--- config.mk ---
export PLATFORM = sky130hd
export DESIGN_NAME = lrmp_mac
export DESIGN_NICKNAME = d
export VERILOG_FILES = /design/src/rtl/linear_recurrence_matrix_power_defines.svh /design/src/rtl/lrmp_pkg.sv /design/src/rtl/lrmp_mac.sv
export SDC_FILE = /design/constraint.sdc
export NUM_CORES = 2
export LEC_CHECK = 0
export ABC_AREA = 0
export BUFFER_PORTS_ARGS = -buffer_cell sky130_fd_sc_hd__buf_2
export CAP_MARGIN = 30
export CORE_MARGIN = 2
export CORE_UTILIZATION = 25
export DETAILED_ROUTE_END_ITERATION = 16
export HOLD_SLACK_MARGIN = 0.08
export MAX_ROUTING_LAYER = met4
export PLACE_DENSITY = 0.37
export SETUP_SLACK_MARGIN = 0.5
export SYNTH_ARGS = -nofsm -noshare
export SYNTH_HDL_FRONTEND = slang
export SYNTH_SLANG_ARGS = --single-unit
export TNS_END_PERCENT = 10
--- constraint.sdc ---
create_clock -name clk_i -period 7.98 [get_ports clk_i]
set_clock_uncertainty 0.2 [all_clocks]
set_input_delay 0.798 -clock clk_i [delete_from_list [all_inputs] [get_ports clk_i]]
set_output_delay 0.798 -clock clk_i [all_outputs]
set_load 0.01 [all_outputs]
--- src/rtl/linear_recurrence_matrix_power_defines.svh ---
// Assertion macros for the RTL of the recurrence block.
`ifndef LINEAR_RECURRENCE_MATRIX_POWER_DEFINES_SVH
`define LINEAR_RECURRENCE_MATRIX_POWER_DEFINES_SVH

// Same-cycle implication, sampled on clk_i, off while rst_ni is low.
`define LRMP_ASSERT_IMPLY(lbl, pre, post) \
  lbl: assert property (@(posedge clk_i) disable iff (!rst_ni) (pre) |-> (post)) \
    else $error("implication check failed");

// Next-cycle implication, sampled on clk_i, off while rst_ni is low.
`define LRMP_ASSERT_NEXT(lbl, pre, post) \
  lbl: assert property (@(posedge clk_i) disable iff (!rst_ni) (pre) |=> (post)) \
    else $error("next-cycle check failed");

`endif

--- src/rtl/lrmp_pkg.sv ---
// Types and constants of the linear recurrence matrix power block.
package lrmp_pkg;

  localparam int MAX_ORDER = 16;
  localparam int IDX_W     = $clog2(MAX_ORDER);
  localparam int CELLS     = MAX_ORDER * MAX_ORDER;
  localparam int ADDR_W    = 2 * IDX_W;
  localparam int VAL_W     = 30;
  localparam int ORDER_W   = 5;
  localparam int N_W       = 63;

  localparam logic [VAL_W-1:0] MODULUS    = 30'd1000000000;
  // floor(2^60 / MODULUS)
  localparam logic [30:0]      BARRETT_MU = 31'd1152921504;

  typedef enum logic [1:0] {
    CMD_LOAD_COEF = 2'd0,
    CMD_LOAD_INIT = 2'd1,
    CMD_QUERY     = 2'd2
  } cmd_e;

  typedef enum logic [3:0] {
    ST_IDLE,
    ST_SMALL,
    ST_BUILD,
    ST_DECIDE,
    ST_PROD,
    ST_DRAIN,
    ST_COPY,
    ST_DONE
  } state_e;

  typedef enum logic [1:0] {
    MD_PB,
    MD_SQ,
    MD_DOT
  } mode_e;

  // Tag that travels with one multiply-accumulate step.
  typedef struct packed {
    logic              valid;
    logic              first;
    logic              last;
    logic              fin;
    logic [ADDR_W-1:0] addr;
  } mac_tag_t;

endpackage

--- src/rtl/lrmp_mac.sv ---
// Pipelined modular multiply-accumulate unit (Barrett reduction mod 1e9).
module lrmp_mac (
  input  logic                           clk_i,
  input  logic                           rst_ni,
  input  lrmp_pkg::mac_tag_t             tag_i,
  input  logic [lrmp_pkg::VAL_W-1:0]     a_i,
  input  logic [lrmp_pkg::VAL_W-1:0]     b_i,
  output lrmp_pkg::mac_tag_t             res_o,
  output logic [lrmp_pkg::VAL_W-1:0]     value_o
);

  lrmp_pkg::mac_tag_t tag1_q, tag2_q, tag3_q, tag4_q, tag5_q, res_q;
  logic [59:0] p1_q;
  logic [61:0] t2_q;
  logic [31:0] lo2_q, lo3_q, qm3_q, r4_q;
  logic [lrmp_pkg::VAL_W-1:0] r5_d, r5_q, acc_d, acc_q;
  logic [60:0] qm_full;
  logic [lrmp_pkg::VAL_W:0] sum;
  lrmp_pkg::mac_tag_t res_d;

  localparam logic [31:0] MOD32 = 32'(lrmp_pkg::MODULUS);
  localparam logic [31:0] MOD2X = 32'(2 * 64'(lrmp_pkg::MODULUS));

  always_comb begin
    qm_full = 61'(t2_q[61:31]) * 61'(lrmp_pkg::MODULUS);
    // Barrett estimate is low by at most two moduli
    if (r4_q >= MOD2X) begin
      r5_d = lrmp_pkg::VAL_W'(r4_q - MOD2X);
    end else if (r4_q >= MOD32) begin
      r5_d = lrmp_pkg::VAL_W'(r4_q - MOD32);
    end else begin
      r5_d = lrmp_pkg::VAL_W'(r4_q);
    end
    sum = (tag5_q.first ? '0 : {1'b0, acc_q}) + {1'b0, r5_q};
    if (sum >= {1'b0, lrmp_pkg::MODULUS}) begin
      acc_d = lrmp_pkg::VAL_W'(sum - {1'b0, lrmp_pkg::MODULUS});
    end else begin
      acc_d = sum[lrmp_pkg::VAL_W-1:0];
    end
    res_d       = tag5_q;
    res_d.valid = tag5_q.valid && tag5_q.last;
  end

  always_ff @(posedge clk_i or negedge rst_ni) begin
    if (!rst_ni) begin
      tag1_q <= '0;
      tag2_q <= '0;
      tag3_q <= '0;
      tag4_q <= '0;
      tag5_q <= '0;
      res_q  <= '0;
    end else begin
      tag1_q <= tag_i;
      tag2_q <= tag1_q;
      tag3_q <= tag2_q;
      tag4_q <= tag3_q;
      tag5_q <= tag4_q;
      res_q  <= res_d;
    end
  end

  always_ff @(posedge clk_i) begin
    p1_q  <= 60'(a_i) * 60'(b_i);
    t2_q  <= 62'(p1_q[59:29]) * 62'(lrmp_pkg::BARRETT_MU);
    lo2_q <= p1_q[31:0];
    lo3_q <= lo2_q;
    qm3_q <= qm_full[31:0];
    r4_q  <= lo3_q - qm3_q;
    r5_q  <= r5_d;
    if (tag5_q.valid) begin
      acc_q <= acc_d;
    end
  end

  assign res_o   = res_q;
  assign value_o = acc_q;

endmodule

==> key figures <==
STA
  – Worst slew margin: 40.4%
  – RSZ-0062 raised after global routing: yes
  – Final worst path period need: 7810 ps
  – Final hold slack: 100 ps
  – Setup violations, final: 0
  – Fin. Hold Viols: 0
  – Worst Max-Slew Pin Slew: 871 ps
  – Final period utilization: 97.9%
  – FMAX: 0.128 GHz
  – Max-slew violations: 0

Global route
  – Met2 usage: 24.1%
  – Overflow after GRT: 0
  – Largest net degree at the start of global routing: 73
  – GR Util met1: 20.1%
  – Met3 Use GR: 0.826%
  – First-pass GRT wire length: 254 mm
  – Global Route Usage Sum: 14.6%
  – Antenna violations before repair: 5
  – Number of global-route vias before repair: 43200
  – GR peak layer: met2

Finish
  – Fill count: 23500
  – Nets: 8057
  – Commonest non-fill, non-tap cell in the layout: inv_1
  – Area delta synth->final: 18.1%
  – Leading cell types in the layout, fill and taps excluded: inv_1, fa_1, ha_1, nand2_1, and2_1
  – Layout cells sized above 1: 13.8%
  – Non-filler cells, final: 9180

Synthesis
  – Distinct cells, synth: 85
  – Largest area contributor in the netlist: fa_1
  – Sequential area share after synthesis: 13.0%
  – Synth Net Count: 7659
  – Post-synth top area share: 40.2%
  – Top cells by area, synth: fa_1, ha_1, inv_1
  – Commonest register cell after synthesis: dfxtp_1
  – Mapped Cells: 5756
  – Fraction of registers with async set/reset: 21.6%
  – Ys Warns: 0
  – Count of flip-flops with a built-in enable after synthesis: 30
  – Syn avg cell area: 9.80 µm²
  – Netlist Area Pre-Place: 0.0564 mm²
  – Flops & latches, synth: 334

Worst setup path
  – FF-to-FF setup slack: 850 ps
  – Worst setup SP type: primary input
  – Worst Path Required: 8250 ps
  – Reg-to-reg startpoint: p1_q[52]$_DFF_P_
  – CP Max Fanout: 10
  – CP endpoint: p1_q[59]$_DFF_P_
  – Critical Path Start: a_i[13]
  – Reg2Reg Capture Point: t2_q[53]$_DFF_P_
  – Worst r2r path cells: 21
  – CP max stage delay: 560 ps
  – CP endpoint kind: flop
  – Critical path type: primary input to flop
  – CP Data Arrival Time: 8090 ps
  – Cell mode on critical path: fa_1
  – CP max stage cell: fa_1

Clocking
  – CTS Sinks: 334
  – Clock slew at reported path FFs: 60 ps
  – # H-tree levels: 2
  – CTS Buf Count: 41
  – CTS tree: built
  – Clock latency on the worst-skew pair: 590 ps
  – Clk root buf: clkbuf_16
  – Longest Clk Path Bufs: 3

Route
  – Vias: 38100
  – DRT Pass-1 Iters: 5
  – Post-DRT Antenna Nets: 0
  – DRC Markers: 0
  – Vias per cell: 4.15
  – Final Routed Wirelength: 160 mm
  – Wire per inst: 17.4 µm
  – Initial DRC count: 1478

Floorplanning
  – Ports: 116
  – # rows: 174
  – Overall die height: 479 µm
  – Core area: 0.224 mm²
  – Chip width: 479 µm
  – Initial core utilization: 25.1%
  – Die ar.: 0.229 mm²

Worst hold path
  – HP Class: primary input to asynchronous set/reset pin

Placed design
  – Placed cell count: 9070
  – Port buffer count: 115
  – DP HPWL: 141 mm
  – GPL Wtd Cong: 0.826

Status
  – Status: finished clean

Flow run
  – Max Cap Violations: 0
[metrics by stage]
stage / setup TNS, ps / cell area, µm² / utilization, % / setup WS, ps
after floorplan: 0 / 56500 / - / 195
after global placement: -13970 / 63400 / 28.3 / -875
after detailed placement: -13170 / 63400 / 28.3 / -809
after CTS: 0 / 65300 / 29.1 / 41.7
after global routing: -38.8 / 66600 / 29.7 / -38.8
final: 0 / 66600 / 29.7 / 166
[cell families (layout without fill, tap and decap cells)]
kind of cell / Yosys count / after routing / synth area share [%]
AND/OR/NAND/NOR: 1354 / 1354 / 12.2
buffers and inverters: 1571 / 2001 / 10.5
adder cells (fa/ha/maj): 1829 / 1829 / 55.7
multiplexers: 4 / 4 / 0.0710
XOR/XNOR: 202 / 202 / 3.18
other: 0 / 2 / 0
flip-flops: 334 / 334 / 13.0
AO/OA/AOI/OAI: 462 / 462 / 5.39
[what timing repair did]
action | in CTS | in global routing
buffers inserted | 7 | 12
resized for setup | 82 | 288
hold buffers | 4 | 0
cloned | 1 | 8
endpoints found under the setup margin | 29 | 41
endpoints found under the hold margin | 4 | 0
pin swaps | 37 | 138
[registers in the layout (all words and copies together), names as in the netlist]
signal	count
t2_q	23
tag3_q	12
tag5_q	1
qm3_q	23
r5_q	30
lo3_q	32
tag4_q	12
r4_q	32
value_o	30
lo2_q	32
p1_q	60
tag2_q	12
res_o	12
res_d	11
tag1_q	12
[routing by layer]
metal  routed length, µm  part of all wire, %
met1               77700                   49
met2               77400                   48
met3                2700                  1.7
met4                2010                  1.3
met5                   0                    0
[how the worst min path moves through the flow]
stage                           from                  end  slack, ps  depth (start not counted)
CTS                         tag_i[8]  tag1_q[8]$_DFF_PN0_         80                          1
global placement    lo2_q[9]$_DFF_P_     lo3_q[9]$_DFF_P_        110                          0
detailed placement  p1_q[22]$_DFF_P_    lo2_q[22]$_DFF_P_        110                          0
floorplan            p1_q[0]$_DFF_P_     lo2_q[0]$_DFF_P_        110                          0
finish                        rst_ni  res_o[10]$_DFF_PN0_        100                          3
global route                tag_i[2]  tag1_q[2]$_DFF_PN0_         90                          1
[worst max-delay path: cells and delay by family]
| family | cells | cell delay (ps) |
|---|---|---|
| AO/OA/AOI/OAI | 6 | 1300 |
| XOR/XNOR | 1 | 90 |
| AND/OR/NAND/NOR | 5 | 1020 |
| adder cells (fa/ha/maj) | 9 | 4030 |
| buffers and inverters | 7 | 820 |
[cells in the mapped netlist (6+ instances only)]
library cell and count:
a211oi_1 16, a21o_1 55, a21oi_1 142, a31o_2 9, a31oi_1 19, a41oi_1 6
and2_1 493, and3_1 14, clkbuf_1 209, dfrtp_1 72, dfxtp_1 232, edfxtp_1 30
fa_1 1132, ha_1 697, inv_1 1358, nand2_1 517, nand2b_1 29, nand3_1 35
nand3b_1 7, nand4_1 18, nor2_1 106, nor2b_1 43, nor3_1 42, nor4_1 10
o211ai_1 18, o21a_1 20, o21ai_0 89, o21bai_1 14, o31ai_1 6, or3_1 12
xnor2_1 140, xor2_1 59
[final cells by class]
cell class | count | area, µm² | area share (%)
repair buffers | 568 | 4960 | 7.46
flip-flops and latches | 334 | 7360 | 11.1
diodes | 2 | 5.00 | 0.00752
well taps | 2992 | 3740 | 5.62
multi-input cells | 3851 | 44000 | 66.0
clock buffers | 50 | 1130 | 1.70
clock inverters | 25 | 312 | 0.468
inverters | 1358 | 5100 | 7.66
Power is not shown: default switching activity piles up to over one toggle a cycle in this logic, so the estimate is an artifact.
