$ cat config.mk
export PLATFORM = sky130hd
export DESIGN_NAME = lrmp_ram
export DESIGN_NICKNAME = d
export VERILOG_FILES = /design/src/rtl/linear_recurrence_matrix_power_defines.svh /design/src/rtl/lrmp_ram.sv
export SDC_FILE = /design/constraint.sdc
export NUM_CORES = 1
export LEC_CHECK = 0
export BUFFER_PORTS_ARGS = -buffer_cell sky130_fd_sc_hd__buf_4
export CAP_MARGIN = 10
export CORE_MARGIN = 4
export CORE_UTILIZATION = 59
export DETAILED_ROUTE_END_ITERATION = 10
export GPL_TIMING_DRIVEN = 0
export PLACE_DENSITY_LB_ADDON = 0.2
export SLEW_MARGIN = 0
export SYNTH_ARGS = -nofsm -noshare
export SYNTH_HDL_FRONTEND = slang
export SYNTH_SLANG_ARGS = --single-unit
$ cat constraint.sdc
create_clock -name clk_i -period 4.8 [get_ports clk_i]
set_input_delay 0.48 -clock clk_i [delete_from_list [all_inputs] [get_ports clk_i]]
set_output_delay 0.48 -clock clk_i [all_outputs]
set_load 0.03 [all_outputs]
$ cat src/rtl/linear_recurrence_matrix_power_defines.svh
// Assertion macros for the RTL of the recurrence block.
`ifndef LINEAR_RECURRENCE_MATRIX_POWER_DEFINES_SVH
`define LINEAR_RECURRENCE_MATRIX_POWER_DEFINES_SVH

// Same-cycle implication, sampled on clk_i, off while rst_ni is low.
`define LRMP_ASSERT_IMPLY(lbl, pre, post) \
  lbl: assert property (@(posedge clk_i) disable iff (!rst_ni) (pre) |-> (post)) \
    else $error("implication check failed");

// Next-cycle implication, sampled on clk_i, off while rst_ni is low.
`define LRMP_ASSERT_NEXT(lbl, pre, post) \
  lbl: assert property (@(posedge clk_i) disable iff (!rst_ni) (pre) |=> (post)) \
    else $error("next-cycle check failed");

`endif

$ cat src/rtl/lrmp_ram.sv
// Generic single-write, single-read RAM with registered read data.
module lrmp_ram #(
  parameter int Width = 30,
  parameter int Depth = 16
) (
  input  logic                     clk_i,
  input  logic                     we_i,
  input  logic [$clog2(Depth)-1:0] waddr_i,
  input  logic [Width-1:0]         wdata_i,
  input  logic [$clog2(Depth)-1:0] raddr_i,
  output logic [Width-1:0]         rdata_o
);

  logic [Width-1:0] mem_q [Depth];
  logic [Width-1:0] rdata_q;

  always_ff @(posedge clk_i) begin
    if (we_i) begin
      mem_q[waddr_i] <= wdata_i;
    end
    rdata_q <= mem_q[raddr_i];
  end

  assign rdata_o = rdata_q;

endmodule

==> impl_metrics.sql, run 1 <==
INSERT INTO impl_metrics (metric_group, metric, value, unit) VALUES
('routing', 'wl', '39500', 'µm'),
('sta', 'fmax', '525', 'MHz'),
('power', 'totalPowerFinal', '0.00914', 'W'),
('worst_setup_path', 'critPathMaxFanout', '9', ''),
('cts', 'cts_max_level', '2', ''),
('floorplanning', 'number_of_placed_i_o_pins', '70', ''),
('synthesis', 'netlist.area_leader.share', '76.1', '%'),
('cts', 'worstSkewPairLatency', '550', 'ps'),
('power', 'vdd_drop_max', '0.312', 'mV'),
('worst_setup_path', 'crit_type', 'in -> reg', ''),
('synthesis', 'synthesized_instance_count', '785', ''),
('sta', 'skew', '13.9', 'ps'),
('global_route', 'grt_pass1_vias', '9269', ''),
('floorplanning', 'floorplan.die.width', '187', 'µm'),
('placed_design', 'globalplace.congestion', '0.722', ''),
('global_route', 'antenna_violations_before_repair', '1', ''),
('cts', 'postCtsSetupBuffers', '0', ''),
('worst_setup_path', 'data_arrival_time_of_the_critical_path', '2150', 'ps'),
('floorplanning', 'initial_utilization', '59.9', '%'),
('cts', 'root_buffer', 'sky130_fd_sc_hd__clkbuf_16', ''),
('finish', 'seq_area', '0.0150', 'mm²'),
('synthesis', 'synthesis.area', '0.0189', 'mm²'),
('sta', 'min_clock_period_post_route', '1910', 'ps'),
('routing', 'remaining_drc_errors', '0', ''),
('finish', 'area_of_the_multi_input_gates', '0.00371', 'mm²'),
('cts', 'clock_path_buffers', '3', ''),
('placed_design', 'place_ws', '2330', 'ps'),
('sta', 'hold-worst-slack', '216', 'ps'),
('synthesis', 'yosys.area.top_type', 'sky130_fd_sc_hd__edfxtp_1', ''),
('worst_setup_path', 'crit_path_end_kind', 'flop', ''),
('cts', 'tritoncts_clock_tree', 'yes', ''),
('finish', 'filler_cell_count', '1816', ''),
('cts', 'tritoncts.num_buffers', '49', ''),
('routing', 'via_count', '8862', ''),
('worst_setup_path', 'setup.worst_path.start_class', 'input port', ''),
('floorplanning', 'die-area', '0.0350', 'mm²'),
('sta', 'slew_headroom', '34.8', '%'),
('synthesis', 'synth_top_cells_by_area', 'sky130_fd_sc_hd__edfxtp_1 76%, sky130_fd_sc_hd__mux4_2 7.8%, sky130_fd_sc_hd__mux4_1 7.5%', ''),
('synthesis', 'ys_async_sr_fraction', '0', '%'),
('sta', 'timing_worst_slew_pin_value', '978', 'ps'),
('finish', 'final_core_util', '69.5', '%'),
('routing', 'drc_marker_count_from_the_first_detailed_route_iteration', '1015', ''),
('cts', 'post_cts_hold_buffer_count', '0', ''),
('sta', 'finalMaxSlewViolations', '0', ''),
('finish', 'layout-drive-gt1-share', '26.8', '%'),
('finish', 'final_area', '0.0220', 'mm²'),
('synthesis', 'number_of_flops_mapped_to_enable_cells_by_yosys', '480', ''),
('placed_design', 'dpl.hpwl', '24200', 'µm'),
('sta', 'report.final.setup_viol', '0', ''),
('finish', 'finish.net_count', '968', ''),
('synthesis', 'yosysWarningCount', '0', ''),
('global_route', 'grt_first_pass_wirelength', '59000', 'µm'),
('floorplanning', 'core-area', '0.0316', 'mm²'),
('floorplanning', 'row_cnt', '65', ''),
('finish', 'area_delta_synth_final', '16.2', '%'),
('synthesis', 'ys_ff_latch', '510', ''),
('cts', 'cts_sinks', '510', ''),
('sta', 'finalWorstSetupSlack', '2890', 'ps'),
('synthesis', 'synth.yosys.seq_area_share', '79.3', '%'),
('global_route', 'overall_fraction_of_global_route_tracks_in_use', '22.8', '%'),
('placed_design', 'detailed_place.area', '0.0205', 'mm²'),
('sta', 'rsz0062_at_grt', 'false', ''),
('outcome', 'status', 'finished, final reports clean', ''),
('synthesis', 'postSynthNetCount', '825', ''),
('routing', 'ant_nets', '0', ''),
('sta', 'final_min_period_over_clock_period', '39.7', '%'),
('flow_run', 'maxCapViolCount', '0', ''),
('power', 'power_per_cell_area', '416', 'mW/mm²'),
('synthesis', 'ys_types', '19', ''),
('synthesis', 'yosys_most_used_dff', 'sky130_fd_sc_hd__edfxtp_1', ''),
('routing', 'drtPass1Iterations', '5', ''),
('placed_design', 'io_buffer_count', '67', ''),
('min_path', 'timing.hold.worst.class', 'in -> reg', ''),
('power', 'power.leakage', '7.28', 'nW'),
('global_route', 'overflow_left_after_global_routing', '0', ''),
('cts', 'cts_resized', '0', ''),
('floorplanning', 'die_height', '187', 'µm'),
('global_route', 'grt_start_max_net_pins', '25', ''),
('routing', 'viasPerCell', '6.46', ''),
('sta', 'finalHoldViolCount', '0', ''),
('worst_setup_path', 'worstPathRequired', '5050', 'ps'),
('routing', 'routedWlPerCell', '28.8', 'µm'),
('synthesis', 'syn_avg_cell_area', '24.1', 'µm²'),
('cts', 'path_clk_slew', '60', 'ps');
[state kept, by name, indices dropped and copies added (netlist names)]
register	count
mem_q	480
rdata_o	30
[placed cells by master, fill, tap and decap left out, types with 2 or more instances in the layout]
cell type,count
sky130_fd_sc_hd__nand2_1,31
sky130_fd_sc_hd__a22oi_1,60
sky130_fd_sc_hd__nand3b_1,2
sky130_fd_sc_hd__mux4_1,54
sky130_fd_sc_hd__buf_16,5
sky130_fd_sc_hd__clkbuf_1,23
sky130_fd_sc_hd__buf_8,3
sky130_fd_sc_hd__buf_12,17
sky130_fd_sc_hd__nor3_2,4
sky130_fd_sc_hd__bufinv_16,2
sky130_fd_sc_hd__edfxtp_1,480
sky130_fd_sc_hd__nand2b_1,2
sky130_fd_sc_hd__mux4_2,66
sky130_fd_sc_hd__clkinv_2,8
sky130_fd_sc_hd__buf_6,10
sky130_fd_sc_hd__buf_2,9
sky130_fd_sc_hd__clkbuf_16,51
sky130_fd_sc_hd__nor2b_1,2
sky130_fd_sc_hd__clkinv_1,19
sky130_fd_sc_hd__buf_4,68
sky130_fd_sc_hd__dfxtp_1,30
sky130_fd_sc_hd__nor2_4,12
sky130_fd_sc_hd__buf_1,3
sky130_fd_sc_hd__clkinvlp_4,2
[metrics by stage]
step                      std cells  TNS (ps)
after CTS                      1371         0
after floorplan                 785         0
after global routing           1372         0
final                          1372         0
after global placement         1254   -101900
after detailed placement       1279         0
[layer usage]
| metal | vias up | part of all wire (%) | wire length [µm] | GRT usage, % |
|---|---|---|---|---|
| li1 | 3698 | - | - | - |
| met1 | 4684 | 38 | 14900 | 30.1 |
| met2 | 401 | 53 | 21000 | 40.4 |
| met3 | 79 | 6.8 | 2670 | 3.64 |
| met4 | 0 | 2.3 | 908 | 6.11 |
| met5 | - | 0 | 0 | 0 |
[synthesized netlist by cell type, types with 2 or more instances]
master	instances
sky130_fd_sc_hd__edfxtp_1	480
sky130_fd_sc_hd__buf_1	3
sky130_fd_sc_hd__nand3b_1	2
sky130_fd_sc_hd__mux4_1	54
sky130_fd_sc_hd__buf_2	9
sky130_fd_sc_hd__nor2b_1	2
sky130_fd_sc_hd__buf_12	10
sky130_fd_sc_hd__nor2_1	13
sky130_fd_sc_hd__nor3_1	4
sky130_fd_sc_hd__clkbuf_1	15
sky130_fd_sc_hd__nand2b_1	2
sky130_fd_sc_hd__dfxtp_1	30
sky130_fd_sc_hd__nand2_1	31
sky130_fd_sc_hd__mux4_2	66
sky130_fd_sc_hd__a22oi_1	60
[report_power, final]
group          total, W  internal, W  leakage, nW  switching, W
Sequential      0.00500      0.00498         4.59     0.0000275
Clock           0.00360      0.00204        0.736       0.00156
Combinational  0.000540     0.000222         1.96      0.000319
Total           0.00914      0.00724         7.28       0.00190
[kinds of logic (layout without fill, tap and decap cells)]
logic type	count (synthesis)	after routing	synth area share, %
muxes	120	120	15.3
DFF	510	510	79.3
other	0	1	0
and+or+nand+nor	57	57	1.29
AOI/OAI and AO/OA	60	60	2.38
buffers and inverters	38	222	1.71
[area by class of cell]
type,instances,share of cell area (%)
Buffer,38,1.47
Sequential cell,510,68.2
Timing Repair Buffer,92,4.25
Tap cell,402,2.29
Antenna cell,1,0.0114
Clock inverter,33,0.927
Clock buffer,59,5.94
Multi-Input combinational cell,237,16.9
[worst max-delay path, stage by stage]
cell and delay (ps):
sky130_fd_sc_hd__buf_4 120, sky130_fd_sc_hd__or3b_2 590, sky130_fd_sc_hd__nor3_2 600, sky130_fd_sc_hd__buf_4 350
[worst paths after layout]
check / startpoint / endpoint / slack [ps] / cells after the start
worst max-delay path: waddr_i[2] / mem_q[0][22] / 2890 / 4
worst min register to register: mem_q[4][0] / rdata_o[0] / 670 / 3
worst min-delay path: wdata_i[21] / mem_q[5][21] / 220 / 1
worst max register to register: mem_q[11][16] / rdata_o[16] / 3350 / 3
(Power assumes the default switching activity.)
==> run 2: changes to the inputs <==
--- a/config.mk
+++ b/config.mk
@@ -8,7 +8,7 @@
 export BUFFER_PORTS_ARGS = -buffer_cell sky130_fd_sc_hd__buf_4
 export CAP_MARGIN = 10
 export CORE_MARGIN = 4
-export CORE_UTILIZATION = 59
+export CORE_UTILIZATION = 55
 export DETAILED_ROUTE_END_ITERATION = 10
 export GPL_TIMING_DRIVEN = 0
 export PLACE_DENSITY_LB_ADDON = 0.2
==> constraint.sdc (replaced) <==
create_clock -name clk_i -period 1.7 [get_ports clk_i]
set_input_delay 0.17 -clock clk_i [delete_from_list [all_inputs] [get_ports clk_i]]
set_output_delay 0.17 -clock clk_i [all_outputs]
set_load 0.03 [all_outputs]
==> run 2 against run 1 <==
Net effect:
- sequential share of layout area fell by 1.4 points
- first-iteration DRC count fell by 17%
- die area rose by 7.0%
- critical path type unchanged
- register-to-register slack got worse by 3100 ps
- hold slack got worse by 100 ps
==> impl_metrics.sql, run 2 (synthesis results as in run 1) <==
INSERT INTO impl_metrics (metric_group, metric, value, unit) VALUES
('outcome', 'status', 'finished, final reports clean', ''),
('cts', 'worstSkewPairLatency', '560', 'ps'),
('power', 'power_per_cell_area', '1160', 'mW/mm²'),
('finish', 'top_register', 'mem_q', ''),
('sta', 'report.final.setup_viol', '0', ''),
('cts', 'clock_path_buffers', '3', ''),
('worst_setup_path', 'worstPathRequired', '1960', 'ps'),
('floorplanning', 'initial_utilization', '56.1', '%'),
('worst_setup_path', 'data_arrival_time_of_the_critical_path', '1910', 'ps'),
('sta', 'skew', '8.91', 'ps'),
('cts', 'cts_sinks', '510', ''),
('worst_setup_path', 'critPathMaxFanout', '11', ''),
('floorplanning', 'core-area', '0.0338', 'mm²'),
('routing', 'routedWlPerCell', '28.1', 'µm'),
('routing', 'wl', '40500', 'µm'),
('sta', 'finalMaxSlewViolations', '0', ''),
('finish', 'final_area', '0.0225', 'mm²'),
('placed_design', 'dpl.hpwl', '24000', 'µm'),
('power', 'power.leakage', '7.44', 'nW'),
('worst_setup_path', 'critical_path_buf_inv_count', '3', ''),
('sta', 'timing_worst_slew_pin_value', '868', 'ps'),
('global_route', 'grt_pass1_vias', '9290', ''),
('global_route', 'antenna_violations_before_repair', '0', ''),
('worst_setup_path', 'logic_depth_of_the_worst_register_to_register_path', '3', ''),
('finish', 'largest_register_ffs', '480', ''),
('sta', 'slew_headroom', '42.1', '%'),
('worst_setup_path', 'rr_startpoint', 'mem_q[14][11]', ''),
('routing', 'drtPass1Iterations', '5', ''),
('floorplanning', 'number_of_placed_i_o_pins', '70', ''),
('cts', 'cts_max_level', '2', ''),
('power', 'totalPowerFinal', '0.0261', 'W'),
('floorplanning', 'row_cnt', '67', ''),
('floorplanning', 'die-area', '0.0375', 'mm²'),
('min_path', 'timing.hold.worst.class', 'in -> reg', ''),
('routing', 'ant_nets', '0', ''),
('finish', 'finish.net_count', '994', ''),
('cts', 'root_buffer', 'sky130_fd_sc_hd__clkbuf_16', ''),
('finish', 'diodes_inserted', '0', ''),
('placed_design', 'placedCellCount', '1320', ''),
('finish', 'most-common-layout-cells', '480 x sky130_fd_sc_hd__edfxtp_1, 67 x sky130_fd_sc_hd__buf_4, 66 x sky130_fd_sc_hd__mux4_2', ''),
('finish', 'filler_cell_count', '2060', ''),
('min_path', 'hold_path_startpoint', 'waddr_i[1]', ''),
('floorplanning', 'floorplan.die.width', '194', 'µm'),
('flow_run', 'maxCapViolCount', '0', ''),
('cts', 'path_clk_slew', '60', 'ps'),
('placed_design', 'detailed_place.area', '0.0206', 'mm²'),
('sta', 'fmax', '607', 'MHz'),
('cts', 'tritoncts.num_buffers', '50', ''),
('floorplanning', 'die_height', '194', 'µm'),
('routing', 'via_count', '8781', ''),
('min_path', 'min_delay_path_depth', '2', ''),
('global_route', 'overflow_left_after_global_routing', '0', ''),
('routing', 'viasPerCell', '6.09', ''),
('finish', 'layout-drive-gt1-share', '26.1', '%'),
('worst_setup_path', 'cpLargestDelayFamily', 'simple AND/OR/NAND/NOR gates', ''),
('placed_design', 'globalplace.congestion', '0.737', ''),
('worst_setup_path', 'critical_path.slowest_cell', 'sky130_fd_sc_hd__nor3_4', ''),
('worst_setup_path', 'setup.worst_path.start_class', 'input port', ''),
('cts', 'tritoncts_clock_tree', 'yes', ''),
('finish', 'fin_cells', '1442', ''),
('worst_setup_path', 'crit_path_end_kind', 'flop', ''),
('worst_setup_path', 'r2r_end', 'rdata_o[11]', ''),
('worst_setup_path', 'crit_type', 'in -> reg', ''),
('finish', 'area_delta_synth_final', '18.6', '%'),
('cts', 'cts_resized', '0', ''),
('min_path', 'whs_endpoint', 'mem_q[8][6]', ''),
('worst_setup_path', 'r2r_slack', '270', 'ps'),
('worst_setup_path', 'crit_path_cell_trace', 'buf_4 > or3b_4 > nor3_4 > buf_16 > buf_8', ''),
('placed_design', 'io_buffer_count', '67', ''),
('global_route', 'overall_fraction_of_global_route_tracks_in_use', '21.7', '%'),
('finish', 'mostFrequentLayoutCell', 'sky130_fd_sc_hd__edfxtp_1', ''),
('routing', 'remaining_drc_errors', '0', ''),
('sta', 'final.setup.tns', '0', 'ps'),
('sta', 'finalHoldViolCount', '0', ''),
('power', 'vdd_drop_max', '0.796', 'mV'),
('sta', 'rsz0062_at_grt', 'false', ''),
('sta', 'min_clock_period_post_route', '1650', 'ps'),
('routing', 'drc_marker_count_from_the_first_detailed_route_iteration', '843', ''),
('global_route', 'grt_start_max_net_pins', '22', ''),
('global_route', 'grt_first_pass_wirelength', '60200', 'µm'),
('sta', 'final_min_period_over_clock_period', '96.8', '%'),
('worst_setup_path', 'cp_slowest_stage_delay', '730', 'ps');
## run 2: worst register-to-register path, cell delays in order, from the launching register on
cell and delay (ps):
sky130_fd_sc_hd__edfxtp_1 390, sky130_fd_sc_hd__mux4_1 500, sky130_fd_sc_hd__a22oi_1 300, sky130_fd_sc_hd__nand2_1 120
## run 2: worst max path at each step
stage | startpoint | to | slack (ps) | depth (start not counted)
final | waddr_i[2] | mem_q[0][20] | 50 | 5
after global routing | waddr_i[2] | mem_q[0][6] | 4 | 5
after CTS | waddr_i[2] | mem_q[0][28] | 40 | 5
after detailed placement | waddr_i[2] | mem_q[0][22] | -540 | 5
after global placement | waddr_i[2] | mem_q[9][19] | -1970 | 3
after floorplan | waddr_i[2] | mem_q[10][0] | -410 | 2
## run 2: report_power, final
part | leakage (nW) | switching (W) | total, W | internal [W]
clock network | 0.761 | 0.00439 | 0.0104 | 0.00602
registers | 4.59 | 0.0000781 | 0.0141 | 0.0141
logic | 2.09 | 0.000925 | 0.00160 | 0.000675
## run 2: stage by stage
step | worst slack, ps | util [%] | hold WS (ps)
floorplan | -411 | - | 269
global placement | -1970 | 59.3 | 447
detailed placement | -545 | 61.0 | 465
CTS | 37.5 | 66.5 | 84.1
global route | 4.26 | 66.5 | 97.8
finish | 53.6 | 66.5 | 114
## run 2: what timing repair did
item / in CTS / in global routing
setup buffers: 0 / 0
hold buffers: 30 / 0
hold endpoints to repair: 480 / 0
## run 2: layer usage
metal / track usage (%) / part of all wire [%] / vias up
li1: - / - / 3745
met1: 29.5 / 39 / 4610
met2: 36.8 / 52 / 344
met3: 3.57 / 6.2 / 82
met4: 6.98 / 3.1 / 0
met5: 0 / 0 / -
## run 2: final cells by class
cell class                      count  area, µm²  share of cell area (%)
Buffer                             38        324                    1.44
Multi-Input combinational cell    237       3740                    16.6
Clock inverter                     21        133                   0.590
Tap cell                          448        561                    2.50
Sequential cell                   510      15000                    66.8
Clock buffer                       71       1430                    6.38
Timing Repair Buffer              117       1260                    5.60
==> run 3: changes to the inputs <==
--- a/config.mk
+++ b/config.mk
@@ -12,6 +12,7 @@
 export DETAILED_ROUTE_END_ITERATION = 10
 export GPL_TIMING_DRIVEN = 0
 export PLACE_DENSITY_LB_ADDON = 0.2
+export SETUP_SLACK_MARGIN = 0.5
 export SLEW_MARGIN = 0
 export SYNTH_ARGS = -nofsm -noshare
 export SYNTH_HDL_FRONTEND = slang
==> run 3 against run 2 <==
Net effect:
- combinational power up 12%
- cell count up 2.2%
- sequential power about the same
- flip-flop and latch count unchanged
- power up 1.2%
- core utilization up 1.5 points
- non-clock buffer count up 21
- hold slack worse by 21 ps
- worst setup slack better by 310 ps
- die area unchanged
- clock skew up 10 ps
- critical path type is now reg -> reg
==> impl_metrics.sql, run 3 (synthesis results as in run 1) <==
INSERT INTO impl_metrics (metric_group, metric, value, unit) VALUES
('outcome', 'status', 'finished, final reports clean', ''),
('placed_design', 'detailed_place.area', '0.0202', 'mm²'),
('sta', 'report.final.setup_viol', '0', ''),
('power', 'power_per_cell_area', '1150', 'mW/mm²'),
('global_route', 'overflow_left_after_global_routing', '0', ''),
('sta', 'final_min_period_over_clock_period', '78.9', '%'),
('sta', 'fmax', '746', 'MHz'),
('finish', 'top_register', 'mem_q', ''),
('sta', 'min_clock_period_post_route', '1340', 'ps'),
('cts', 'cts_max_level', '2', ''),
('routing', 'wl', '41900', 'µm'),
('floorplanning', 'floorplan.die.width', '194', 'µm'),
('worst_setup_path', 'crit_type', 'reg -> reg', ''),
('floorplanning', 'row_cnt', '67', ''),
('floorplanning', 'initial_utilization', '56.1', '%'),
('placed_design', 'globalplace.congestion', '0.736', ''),
('worst_setup_path', 'data_arrival_time_of_the_critical_path', '1780', 'ps'),
('routing', 'via_count', '8913', ''),
('min_path', 'timing.hold.worst.class', 'in -> reg', ''),
('routing', 'viasPerCell', '6.05', ''),
('worst_setup_path', 'setup.worst_path.start_class', 'flop', ''),
('finish', 'most-common-layout-cells', '480 x sky130_fd_sc_hd__edfxtp_1, 120 x sky130_fd_sc_hd__mux4_2, 57 x sky130_fd_sc_hd__buf_4', ''),
('finish', 'finish.net_count', '1025', ''),
('flow_run', 'maxCapViolCount', '0', ''),
('floorplanning', 'number_of_placed_i_o_pins', '70', ''),
('sta', 'finalWorstSetupSlack', '359', 'ps'),
('worst_setup_path', 'logic_depth_of_the_worst_register_to_register_path', '3', ''),
('floorplanning', 'core-area', '0.0338', 'mm²'),
('worst_setup_path', 'crit_path_end_kind', 'flop', ''),
('sta', 'rsz0062_at_grt', 'true', ''),
('worst_setup_path', 'worstPathRequired', '2140', 'ps'),
('routing', 'drc_marker_count_from_the_first_detailed_route_iteration', '816', ''),
('global_route', 'grt_first_pass_wirelength', '62400', 'µm'),
('finish', 'largest_register_ffs', '480', ''),
('routing', 'ant_nets', '0', ''),
('worst_setup_path', 'critPathMaxFanout', '1', ''),
('finish', 'final_area', '0.0230', 'mm²'),
('finish', 'diodes_inserted', '0', ''),
('min_path', 'min_delay_path_depth', '2', ''),
('worst_setup_path', 'r2r_end', 'rdata_o[14]', ''),
('floorplanning', 'die-area', '0.0375', 'mm²'),
('finish', 'layout-drive-gt1-share', '41.8', '%'),
('worst_setup_path', 'r2r_slack', '360', 'ps'),
('finish', 'area_delta_synth_final', '21.3', '%'),
('cts', 'worstSkewPairLatency', '560', 'ps'),
('routing', 'drtPass1Iterations', '4', ''),
('worst_setup_path', 'rr_startpoint', 'mem_q[11][14]', ''),
('routing', 'routedWlPerCell', '28.4', 'µm'),
('global_route', 'grt_start_max_net_pins', '17', ''),
('sta', 'timing_worst_slew_pin_value', '960', 'ps'),
('global_route', 'antenna_violations_before_repair', '0', ''),
('sta', 'slew_headroom', '36.0', '%'),
('cts', 'clock_path_buffers', '3', ''),
('placed_design', 'place_ws', '-550', 'ps'),
('cts', 'path_clk_slew', '60', 'ps'),
('cts', 'tritoncts.num_buffers', '49', ''),
('placed_design', 'dpl.hpwl', '22300', 'µm'),
('min_path', 'whs_endpoint', 'mem_q[8][19]', ''),
('cts', 'root_buffer', 'sky130_fd_sc_hd__clkbuf_16', ''),
('cts', 'cts_sinks', '510', ''),
('power', 'totalPowerFinal', '0.0264', 'W'),
('finish', 'final_core_util', '68.0', '%'),
('global_route', 'grt_pass1_vias', '9563', ''),
('sta', 'skew', '18.9', 'ps'),
('routing', 'remaining_drc_errors', '0', ''),
('placed_design', 'io_buffer_count', '67', ''),
('min_path', 'hold_path_startpoint', 'waddr_i[0]', ''),
('sta', 'finalMaxSlewViolations', '0', ''),
('power', 'vdd_drop_max', '0.972', 'mV'),
('global_route', 'overall_fraction_of_global_route_tracks_in_use', '22.6', '%'),
('sta', 'finalHoldViolCount', '0', ''),
('finish', 'mostFrequentLayoutCell', 'sky130_fd_sc_hd__edfxtp_1', ''),
('power', 'power.leakage', '7.44', 'nW'),
('floorplanning', 'die_height', '194', 'µm'),
('cts', 'tritoncts_clock_tree', 'yes', '');
run 3: per-stage QoR:
step / setup TNS, ps / instances / hold slack (ps)
2_1_floorplan: -7630 / 785 / 269
3_3_place_gp: -257990 / 1300 / 447
3_5_place_dp: -159660 / 1309 / 466
4_1_cts: 0 / 1474 / 61.4
5_1_grt: 0 / 1474 / 82.6
6_report: 0 / 1474 / 92.6
run 3: worst max path at each step:
| stage | startpoint | depth (start not counted) | end |
|---|---|---|---|
| global route | mem_q[10][28] | 3 | rdata_o[28] |
| global placement | waddr_i[2] | 3 | mem_q[0][5] |
| detailed placement | waddr_i[2] | 3 | mem_q[2][5] |
| CTS | mem_q[8][15] | 3 | rdata_o[15] |
| finish | mem_q[11][14] | 3 | rdata_o[14] |
| floorplan | waddr_i[2] | 2 | mem_q[0][0] |
run 3: area by class of cell:
cell class | instances | area (µm²)
buffer | 38 | 354
clock buffer | 77 | 1440
clock inverter | 15 | 129
fill | 2042 | 10800
multi-input combinational | 248 | 3890
sequential | 510 | 15100
tap | 448 | 561
timing repair buffer | 138 | 1550
run 3: critical path, cell delays in order, from the launching register on:
cell and delay, ps:
sky130_fd_sc_hd__edfxtp_1 390, sky130_fd_sc_hd__mux4_2 490, sky130_fd_sc_hd__a22oi_2 230, sky130_fd_sc_hd__nand2_1 110
run 3: metal layers:
metal  global-route usage [%]  share of wire (%)  up-vias
met2                     39.5                 53      340
met3                     4.11                6.8       66
met5                        0                  0        -
met4                     6.24                2.8        0
met1                     29.8                 38     4730
li1                         -                  -     3777
run 3: report_power, final:
part / switching (W) / internal, W / total, W
registers: 0.0000952 / 0.0141 / 0.0142
logic: 0.00100 / 0.000802 / 0.00180
clock network: 0.00433 / 0.00614 / 0.0105
total: 0.00543 / 0.0210 / 0.0264
run 3: repair_timing:
action,CTS,global route
gates cloned,11,0
hold buffers,30,0
endpoints found under the hold margin,480,0
pin swaps,47,22
resized for setup,80,32
endpoints found under the setup margin,444,52
setup buffers,32,0
